--- config.mk ---
export PLATFORM = sky130hd
export DESIGN_NAME = lehmer_keystream_char_rotator_top
export DESIGN_NICKNAME = d
export VERILOG_FILES = /design/src/rtl/lkr_pkg.sv /design/src/rtl/lkr_front.sv /design/src/rtl/lkr_queue.sv /design/src/rtl/lkr_back.sv /design/src/rtl/lehmer_keystream_char_rotator_top.sv
export SDC_FILE = /design/constraint.sdc
export NUM_CORES = 1
export LEC_CHECK = 0
export BUFFER_PORTS_ARGS = -buffer_cell sky130_fd_sc_hd__buf_4
export CAP_MARGIN = 30
export CORE_MARGIN = 2
export CORE_UTILIZATION = 46
export DETAILED_ROUTE_END_ITERATION = 16
export GPL_TIMING_DRIVEN = 0
export HOLD_SLACK_MARGIN = 0.15
export PLACE_DENSITY = 0.63
export SLEW_MARGIN = 10
export SYNTH_ARGS = -nofsm -noshare
export SYNTH_HDL_FRONTEND = slang
export SYNTH_SLANG_ARGS = --single-unit
export TNS_END_PERCENT = 30
--- constraint.sdc ---
create_clock -name clk -period 19.5 [get_ports clk]
set_input_delay 2.925 -clock clk [delete_from_list [all_inputs] [get_ports clk]]
set_output_delay 2.925 -clock clk [all_outputs]
set_load 0.005 [all_outputs]
--- src/rtl/lkr_pkg.sv ---
// Shared types, constants and the generator step function for the
// keystream character rotator. No dependencies.
`timescale 1ns / 1ps

package lkr_pkg;

  // Generator and rotation constants
  localparam int unsigned LKR_MULT  = 75;
  localparam int unsigned LKR_MOD   = 65537;
  localparam int unsigned LKR_SPAN  = 96;
  localparam int unsigned LKR_BASE  = 32;

  localparam int unsigned CHAR_W = 7;
  localparam int unsigned GEN_W  = 17;
  localparam int unsigned KEY_W  = 16;
  localparam int unsigned CFG_AW = 1;

  // Generator value after one step from a key of 1
  localparam logic [GEN_W-1:0] SEED_RST = GEN_W'(LKR_MULT);

  // Configuration register indexes
  localparam logic [CFG_AW-1:0] REG_MODE = 1'b0;
  localparam logic [CFG_AW-1:0] REG_KEY  = 1'b1;

  // Queue between front and back
  localparam int unsigned Q_DEPTH = 2;
  localparam int unsigned Q_PTR_W = $clog2(Q_DEPTH);
  localparam int unsigned Q_CNT_W = $clog2(Q_DEPTH + 1);

  // One queued request: character plus the keystream value it uses
  typedef struct packed {
    logic [CHAR_W-1:0] char_in;
    logic [GEN_W-1:0]  gen;
  } lkr_entry_t;

  // One generator step: v*75 reduced mod 65537 by shift-and-subtract
  function automatic logic [GEN_W-1:0] lkr_advance(input logic [GEN_W-1:0] v);
    logic [22:0] prod;
    logic [17:0] diff;
    begin
      prod = 23'(v) * 23'(LKR_MULT);
      diff = {2'b00, prod[15:0]} - {11'b0, prod[22:16]};
      if (diff[17]) begin
        diff = diff + 18'(LKR_MOD);
      end
      return diff[GEN_W-1:0];
    end
  endfunction

endpackage

--- src/rtl/lkr_front.sv ---
// Front end: accepts characters, runs the generator and queues each
// character with its keystream value. Depends on lkr_pkg.
`timescale 1ns / 1ps

module lkr_front (
  input  logic                       clk,
  input  logic                       rst_n,
  input  logic                       cfg_we,
  input  logic [lkr_pkg::CFG_AW-1:0] cfg_addr,
  input  logic [lkr_pkg::KEY_W-1:0]  cfg_wdata,
  input  logic                       in_tvalid,
  output logic                       in_tready,
  input  logic [lkr_pkg::CHAR_W-1:0] char_in,
  input  logic                       restart,
  input  logic                       q_full,
  output logic                       q_push,
  output lkr_pkg::lkr_entry_t        q_wdata
);
  import lkr_pkg::*;

  logic [GEN_W-1:0] seed_r, seed_nxt;
  logic [GEN_W-1:0] gen_r, gen_nxt;
  logic [GEN_W-1:0] cur_gen;
  logic             accept;

  assign in_tready = !q_full;
  assign accept    = in_tvalid && in_tready;

  // Keystream value for this character: restart uses the stepped key
  assign cur_gen = restart ? seed_r : gen_r;

  assign q_push          = accept;
  assign q_wdata.char_in = char_in;
  assign q_wdata.gen     = cur_gen;

  // Key write stores the already stepped seed
  always_comb begin
    seed_nxt = seed_r;
    if (cfg_we && cfg_addr == REG_KEY) begin
      seed_nxt = lkr_advance({1'b0, cfg_wdata});
    end
  end

  // Generator steps once after each accepted character
  always_comb begin
    gen_nxt = gen_r;
    if (accept) begin
      gen_nxt = lkr_advance(cur_gen);
    end
  end

  always_ff @(posedge clk) begin
    if (!rst_n) begin
      seed_r <= SEED_RST;
      gen_r  <= '0;
    end else begin
      seed_r <= seed_nxt;
      gen_r  <= gen_nxt;
    end
  end

endmodule

--- src/rtl/lkr_queue.sv ---
// Two-entry queue between front and back ends.
// Depends on lkr_pkg.
`timescale 1ns / 1ps

module lkr_queue (
  input  logic                clk,
  input  logic                rst_n,
  input  logic                push,
  input  lkr_pkg::lkr_entry_t wdata,
  output logic                full,
  input  logic                pop,
  output logic                not_empty,
  output lkr_pkg::lkr_entry_t rdata
);
  import lkr_pkg::*;

  lkr_entry_t         mem_r [Q_DEPTH];
  logic [Q_PTR_W-1:0] wr_ptr_r, wr_ptr_nxt;
  logic [Q_PTR_W-1:0] rd_ptr_r, rd_ptr_nxt;
  logic [Q_CNT_W-1:0] count_r, count_nxt;
  logic               do_push, do_pop;

  assign full      = (count_r == Q_CNT_W'(Q_DEPTH));
  assign not_empty = (count_r != '0);
  assign do_push   = push && !full;
  assign do_pop    = pop && not_empty;
  assign rdata     = mem_r[rd_ptr_r];

  // Pointer and fill count update
  always_comb begin
    wr_ptr_nxt = wr_ptr_r;
    rd_ptr_nxt = rd_ptr_r;
    count_nxt  = count_r;
    if (do_push) begin
      wr_ptr_nxt = (wr_ptr_r == Q_PTR_W'(Q_DEPTH - 1)) ? '0 : wr_ptr_r + 1'b1;
    end
    if (do_pop) begin
      rd_ptr_nxt = (rd_ptr_r == Q_PTR_W'(Q_DEPTH - 1)) ? '0 : rd_ptr_r + 1'b1;
    end
    if (do_push && !do_pop) begin
      count_nxt = count_r + 1'b1;
    end else if (do_pop && !do_push) begin
      count_nxt = count_r - 1'b1;
    end
  end

  always_ff @(posedge clk) begin
    if (!rst_n) begin
      wr_ptr_r <= '0;
      rd_ptr_r <= '0;
      count_r  <= '0;
    end else begin
      wr_ptr_r <= wr_ptr_nxt;
      rd_ptr_r <= rd_ptr_nxt;
      count_r  <= count_nxt;
    end
  end

  // Entry storage, no reset needed
  always_ff @(posedge clk) begin
    if (do_push) begin
      mem_r[wr_ptr_r] <= wdata;
    end
  end

endmodule

--- src/rtl/lkr_back.sv ---
// Back end: rotates each queued character inside the printable band
// and holds the result in the output register. Depends on lkr_pkg.
`timescale 1ns / 1ps

module lkr_back (
  input  logic                       clk,
  input  logic                       rst_n,
  input  logic                       cfg_we,
  input  logic [lkr_pkg::CFG_AW-1:0] cfg_addr,
  input  logic [lkr_pkg::KEY_W-1:0]  cfg_wdata,
  input  logic                       q_not_empty,
  input  lkr_pkg::lkr_entry_t        q_rdata,
  output logic                       q_pop,
  output logic                       out_tvalid,
  input  logic                       out_tready,
  output logic [lkr_pkg::CHAR_W-1:0] char_out
);
  import lkr_pkg::*;

  logic              mode_r, mode_nxt;
  logic              out_valid_r, out_valid_nxt;
  logic [CHAR_W-1:0] char_r, char_nxt;

  logic [11:0]       hi;
  logic [22:0]       hi_prod;
  logic [9:0]        hi_quo;
  logic [1:0]        hi_rem;
  logic [6:0]        amount;
  logic [8:0]        enc_sum;
  logic [9:0]        dec_sum;
  logic [8:0]        pos_sum;
  logic [8:0]        red_sum;
  logic [CHAR_W-1:0] rot_char;

  // gen mod 96 = ((gen >> 5) mod 3) * 32 + gen[4:0]; mod 3 by reciprocal
  assign hi      = q_rdata.gen[16:5];
  assign hi_prod = 23'(hi) * 23'd2731;
  assign hi_quo  = hi_prod[22:13];
  assign hi_rem  = 2'(hi - 12'(hi_quo) * 12'd3);
  assign amount  = {hi_rem, q_rdata.gen[4:0]};

  // Shifted sums: code - 32 +/- amount + 96
  assign enc_sum = 9'(q_rdata.char_in) + 9'(amount) + 9'd64;
  assign dec_sum = 10'(q_rdata.char_in) + 10'd64 - 10'(amount);
  assign pos_sum = mode_r ? dec_sum[8:0] : enc_sum;

  // Sum stays below three spans, so two compares reduce it
  always_comb begin
    if (pos_sum >= 9'(2 * LKR_SPAN)) begin
      red_sum = pos_sum - 9'(2 * LKR_SPAN);
    end else if (pos_sum >= 9'(LKR_SPAN)) begin
      red_sum = pos_sum - 9'(LKR_SPAN);
    end else begin
      red_sum = pos_sum;
    end
  end

  // Negative decrypt sum keeps the truncating remainder: sum + 32
  always_comb begin
    if (mode_r && dec_sum[9]) begin
      rot_char = 7'(dec_sum + 10'(LKR_BASE));
    end else begin
      rot_char = 7'(red_sum + 9'(LKR_BASE));
    end
  end

  // Output register loads whenever it is empty or being drained
  assign q_pop = q_not_empty && (!out_valid_r || out_tready);

  always_comb begin
    out_valid_nxt = out_valid_r;
    char_nxt      = char_r;
    if (q_pop) begin
      out_valid_nxt = 1'b1;
      char_nxt      = rot_char;
    end else if (out_tready) begin
      out_valid_nxt = 1'b0;
    end
  end

  // Mode register
  always_comb begin
    mode_nxt = mode_r;
    if (cfg_we && cfg_addr == REG_MODE) begin
      mode_nxt = cfg_wdata[0];
    end
  end

  always_ff @(posedge clk) begin
    if (!rst_n) begin
      mode_r      <= 1'b0;
      out_valid_r <= 1'b0;
    end else begin
      mode_r      <= mode_nxt;
      out_valid_r <= out_valid_nxt;
    end
  end

  always_ff @(posedge clk) begin
    char_r <= char_nxt;
  end

  assign out_tvalid = out_valid_r;
  assign char_out   = char_r;

endmodule

--- src/rtl/lehmer_keystream_char_rotator_top.sv ---
// Top level of the keystream character rotator: front end, queue, back end.
// Depends on lkr_pkg, lkr_front, lkr_queue and lkr_back.
//
// Usage:
//   The input stream carries one character per request; in_tuser set
//   reloads the generator from the key before that character. Each request
//   gives exactly one rotated character on the output stream, in order.
//   The config port writes mode (index 0) and key (index 1); write it
//   only while no request is in flight.
// Data path and throughput:
//   An accepted character is written into the queue; at the head, it is
//   popped and rotated into the output register when that is empty or
//   being drained. One character per cycle is sustained while out_tready
//   stays high: the generator step is a single constant multiply and
//   reduce in the front end, fed back each cycle.
// Reset:
//   Synchronous, active low. Mode is encrypt, key is 1, the generator is
//   zero and the queue and output register are empty.
// Stall:
//   When out_tready is low the output register holds; the two-entry queue
//   keeps accepting until full, then in_tready drops.
`timescale 1ns / 1ps

module lehmer_keystream_char_rotator_top (
  input  logic                      clk,
  input  logic                      rst_n,
  // Configuration write port
  input  logic                      cfg_we,
  input  logic [lkr_pkg::CFG_AW-1:0] cfg_addr,
  input  logic [lkr_pkg::KEY_W-1:0] cfg_wdata,
  // Input stream
  input  logic                      in_tvalid,
  output logic                      in_tready,
  input  logic [7:0]                in_tdata,   // [6:0] char_in, [7] zero
  input  logic                      in_tuser,   // [0] restart
  // Output stream
  output logic                      out_tvalid,
  input  logic                      out_tready,
  output logic [7:0]                out_tdata   // [6:0] char_out, [7] zero
);
  import lkr_pkg::*;

  logic              q_push, q_full, q_pop, q_not_empty;
  lkr_entry_t        q_wdata, q_rdata;
  logic [CHAR_W-1:0] char_out;

  lkr_front u_front (
    .clk       (clk),
    .rst_n     (rst_n),
    .cfg_we    (cfg_we),
    .cfg_addr  (cfg_addr),
    .cfg_wdata (cfg_wdata),
    .in_tvalid (in_tvalid),
    .in_tready (in_tready),
    .char_in   (in_tdata[CHAR_W-1:0]),
    .restart   (in_tuser),
    .q_full    (q_full),
    .q_push    (q_push),
    .q_wdata   (q_wdata)
  );

  lkr_queue u_queue (
    .clk       (clk),
    .rst_n     (rst_n),
    .push      (q_push),
    .wdata     (q_wdata),
    .full      (q_full),
    .pop       (q_pop),
    .not_empty (q_not_empty),
    .rdata     (q_rdata)
  );

  lkr_back u_back (
    .clk         (clk),
    .rst_n       (rst_n),
    .cfg_we      (cfg_we),
    .cfg_addr    (cfg_addr),
    .cfg_wdata   (cfg_wdata),
    .q_not_empty (q_not_empty),
    .q_rdata     (q_rdata),
    .q_pop       (q_pop),
    .out_tvalid  (out_tvalid),
    .out_tready  (out_tready),
    .char_out    (char_out)
  );

  assign out_tdata = {1'b0, char_out};

endmodule

==> out/metrics.cfg <==
[route]
viasPerCell = 5.28
routedWlPerCell_um = 15.2
dr_total_vias = 8693
wirelength_um = 25000
drt-initial-drc-count = 441
ant_nets = 0
drcViolationCount = 0
first_pass_iters = 5

[global_route]
grt-ovfl-total = 0
grt_pass1_vias = 8711
grt_max_degree = 26
grt_first_pass_wirelength_um = 42300
grt_usage = 0.195
antenna_found_initial = 1

[min_path]
min_from = u_front.gen_r[4]$_SDFFE_PN0P_
hold_end = u_front.gen_r[4]$_SDFFE_PN0P_
hp-class = flip-flop to flip-flop
whs_path_depth = 2

[logic_synthesis]
yosys_warnings = 0
yosysSeqAreaShare = 0.207
async_flop_share = 0
syn_inst = 1262
ys.flop_type = edfxtp_1
synth_cell_type_count = 84
syn_area_per_cell_um2 = 9.46
synth_nets = 1587
synth-edff-count = 55
synth_area_um2 = 11900
synth-seq-cells = 96

[clock_tree]
root_buffer = clkbuf_16
clk_pin_slew_ns = 0.07
htree_levels = 3
cts_tree = yes
cts.path.max_buffers = 2
cts_setup_buffers = 0
clkSinkCount = 96
cts_made_buffers = 9
holdBufCountCts = 0
clock_latency_ns = 0.35
cts_resized = 0

[sta]
worstMarginPinSlew_ns = 0.942
period_needed_ns = 10.86
rsz0062_at_grt = no
fin_crit_sh = 0.557
hold_viol = 0
fmax_mhz = 92.1
setup_violations = 0
drv_slew = 0
max_slew_margin = 0.370
setup_tns_ns = 0
fin_skew_ns = 0.00628

[placement]
post-dp-hpwl_um = 21000
io_buffers = 37
place.gp.congestion = 0.836

[cells_and_area]
num_antenna_cells = 0
nets = 1637
final_common_cell = inv_1
drive_gt1_frac = 0.0881
syn2layout_area_growth_pct = 8.35
final_cell_mix = inv_1 (255), ha_1 (214), fa_1 (80), nand2_1 (57), edfxtp_1 (55)

[worst_setup_path]
worstReg2RegEnd = u_back.char_out[6]$_DFFE_PP_
arrival_ns = 11.10
rr_worst_depth = 37
path_class = input pin to flip-flop
crit_path_end_kind = flip-flop
crit_required_ns = 19.74
crit_slowest_cell = buf_1
r2r_setup_slack_ns = 9.91
cp_max_fo = 10
slowest_delay_ns = 0.56
startpoint_type = input pin

[floorplan]
die_h_um = 165
core_area_um2 = 25300
num_rows = 58
dieArea_um2 = 27300
io_pins = 41
die_x_um = 165
start_util = 0.471

[flow_run]
cap_violations = 0

[run_status]
status = finished clean

## layer usage
layer	global-route usage	vias to the layer above	share of wire
met5	0	-	0.00052
met4	0.0308	2	0.012
met3	0.0180	24	0.024
met2	0.339	85	0.47
met1	0.269	4188	0.50
li1	-	4394	-
## cell usage after synthesis (25+ instances only)
cell	n	area share
a21oi_1	43	0.018
dfxtp_1	41	0.069
edfxtp_1	55	0.14
fa_1	80	0.13
ha_1	214	0.22
inv_1	255	0.080
mux2_2	30	0.028
nand2_1	57	0.018
nand3_1	25	0.010
nor2_1	51	0.016
o21ai_0	42	0.018
xnor2_1	47	0.034
xor2_1	39	0.029
## layout make-up
class / count / area, µm²
clock inverter: 6 / 45.0
multi-input combinational: 889 / 8410
tap: 330 / 413
clock buffer: 10 / 229
buffer: 21 / 100
timing repair buffer: 39 / 303
inverter: 256 / 961
fill: 2341 / 12400
sequential: 96 / 2470
## worst max path at each step
| stage | from | endpoint | slack (ns) |
|---|---|---|---|
| finish | in_tuser | u_front.gen_r[8]$_SDFFE_PN0P_ | 8.64 |
| global route | in_tuser | u_front.gen_r[8]$_SDFFE_PN0P_ | 8.19 |
| CTS | in_tuser | u_front.gen_r[8]$_SDFFE_PN0P_ | 8.66 |
| detailed placement | in_tuser | u_front.gen_r[8]$_SDFFE_PN0P_ | 8.34 |
| global placement | in_tuser | u_front.gen_r[8]$_SDFFE_PN0P_ | 8.39 |
| floorplan | in_tuser | u_front.gen_r[15]$_SDFFE_PN0P_ | 9.53 |
## registers in the layout (all words and copies together), names as in the netlist, named ones only
| signal | count |
|---|---|
| u_queue.count_r | 2 |
| u_front.seed_r | 17 |
| u_front.gen_r | 17 |
| u_back.mode_r | 1 |
| u_back.out_tvalid | 1 |
| u_queue.rd_ptr_r | 1 |
| u_queue.wr_ptr_r | 1 |
| u_queue.mem_r | 48 |
| u_back.char_out | 7 |
## cells by family (layout without fill, tap and decap cells)
logic type,count (synthesis),in the layout,share of synthesized area
buffers and inverters,277,332,0.0889
xor gates and xnor gates,88,88,0.0670
adders and majority gates,294,294,0.358
and+or+nand+nor,249,249,0.115
AOI/OAI and AO/OA,210,210,0.121
other,1,1,0.000314
muxes,47,47,0.0426
DFF,96,96,0.207
## critical path, delay by kind of cell
kind | cells | cell delay (ns)
XOR/XNOR | 1 | 0.21
AND/OR/NAND/NOR | 4 | 1.06
buffers and inverters | 6 | 1.31
AO/OA/AOI/OAI | 9 | 2.51
multiplexers | 1 | 0.42
adder cells (fa/ha/maj) | 7 | 2.63
## through the flow
stage | utilization | hold WS (ns) | instance area, µm² | std cells | worst slack, ns
floorplan | - | 0.421 | 11900 | 1262 | 9.53
global placement | 0.499 | 0.431 | 12600 | 1629 | 8.39
detailed placement | 0.500 | 0.436 | 12700 | 1631 | 8.34
CTS | 0.511 | 0.446 | 12900 | 1647 | 8.66
global route | 0.511 | 0.459 | 12900 | 1647 | 8.19
finish | 0.511 | 0.446 | 12900 | 1647 | 8.64
Power is not shown: default switching activity piles up to over one toggle a cycle in this logic, so the estimate is an artifact.
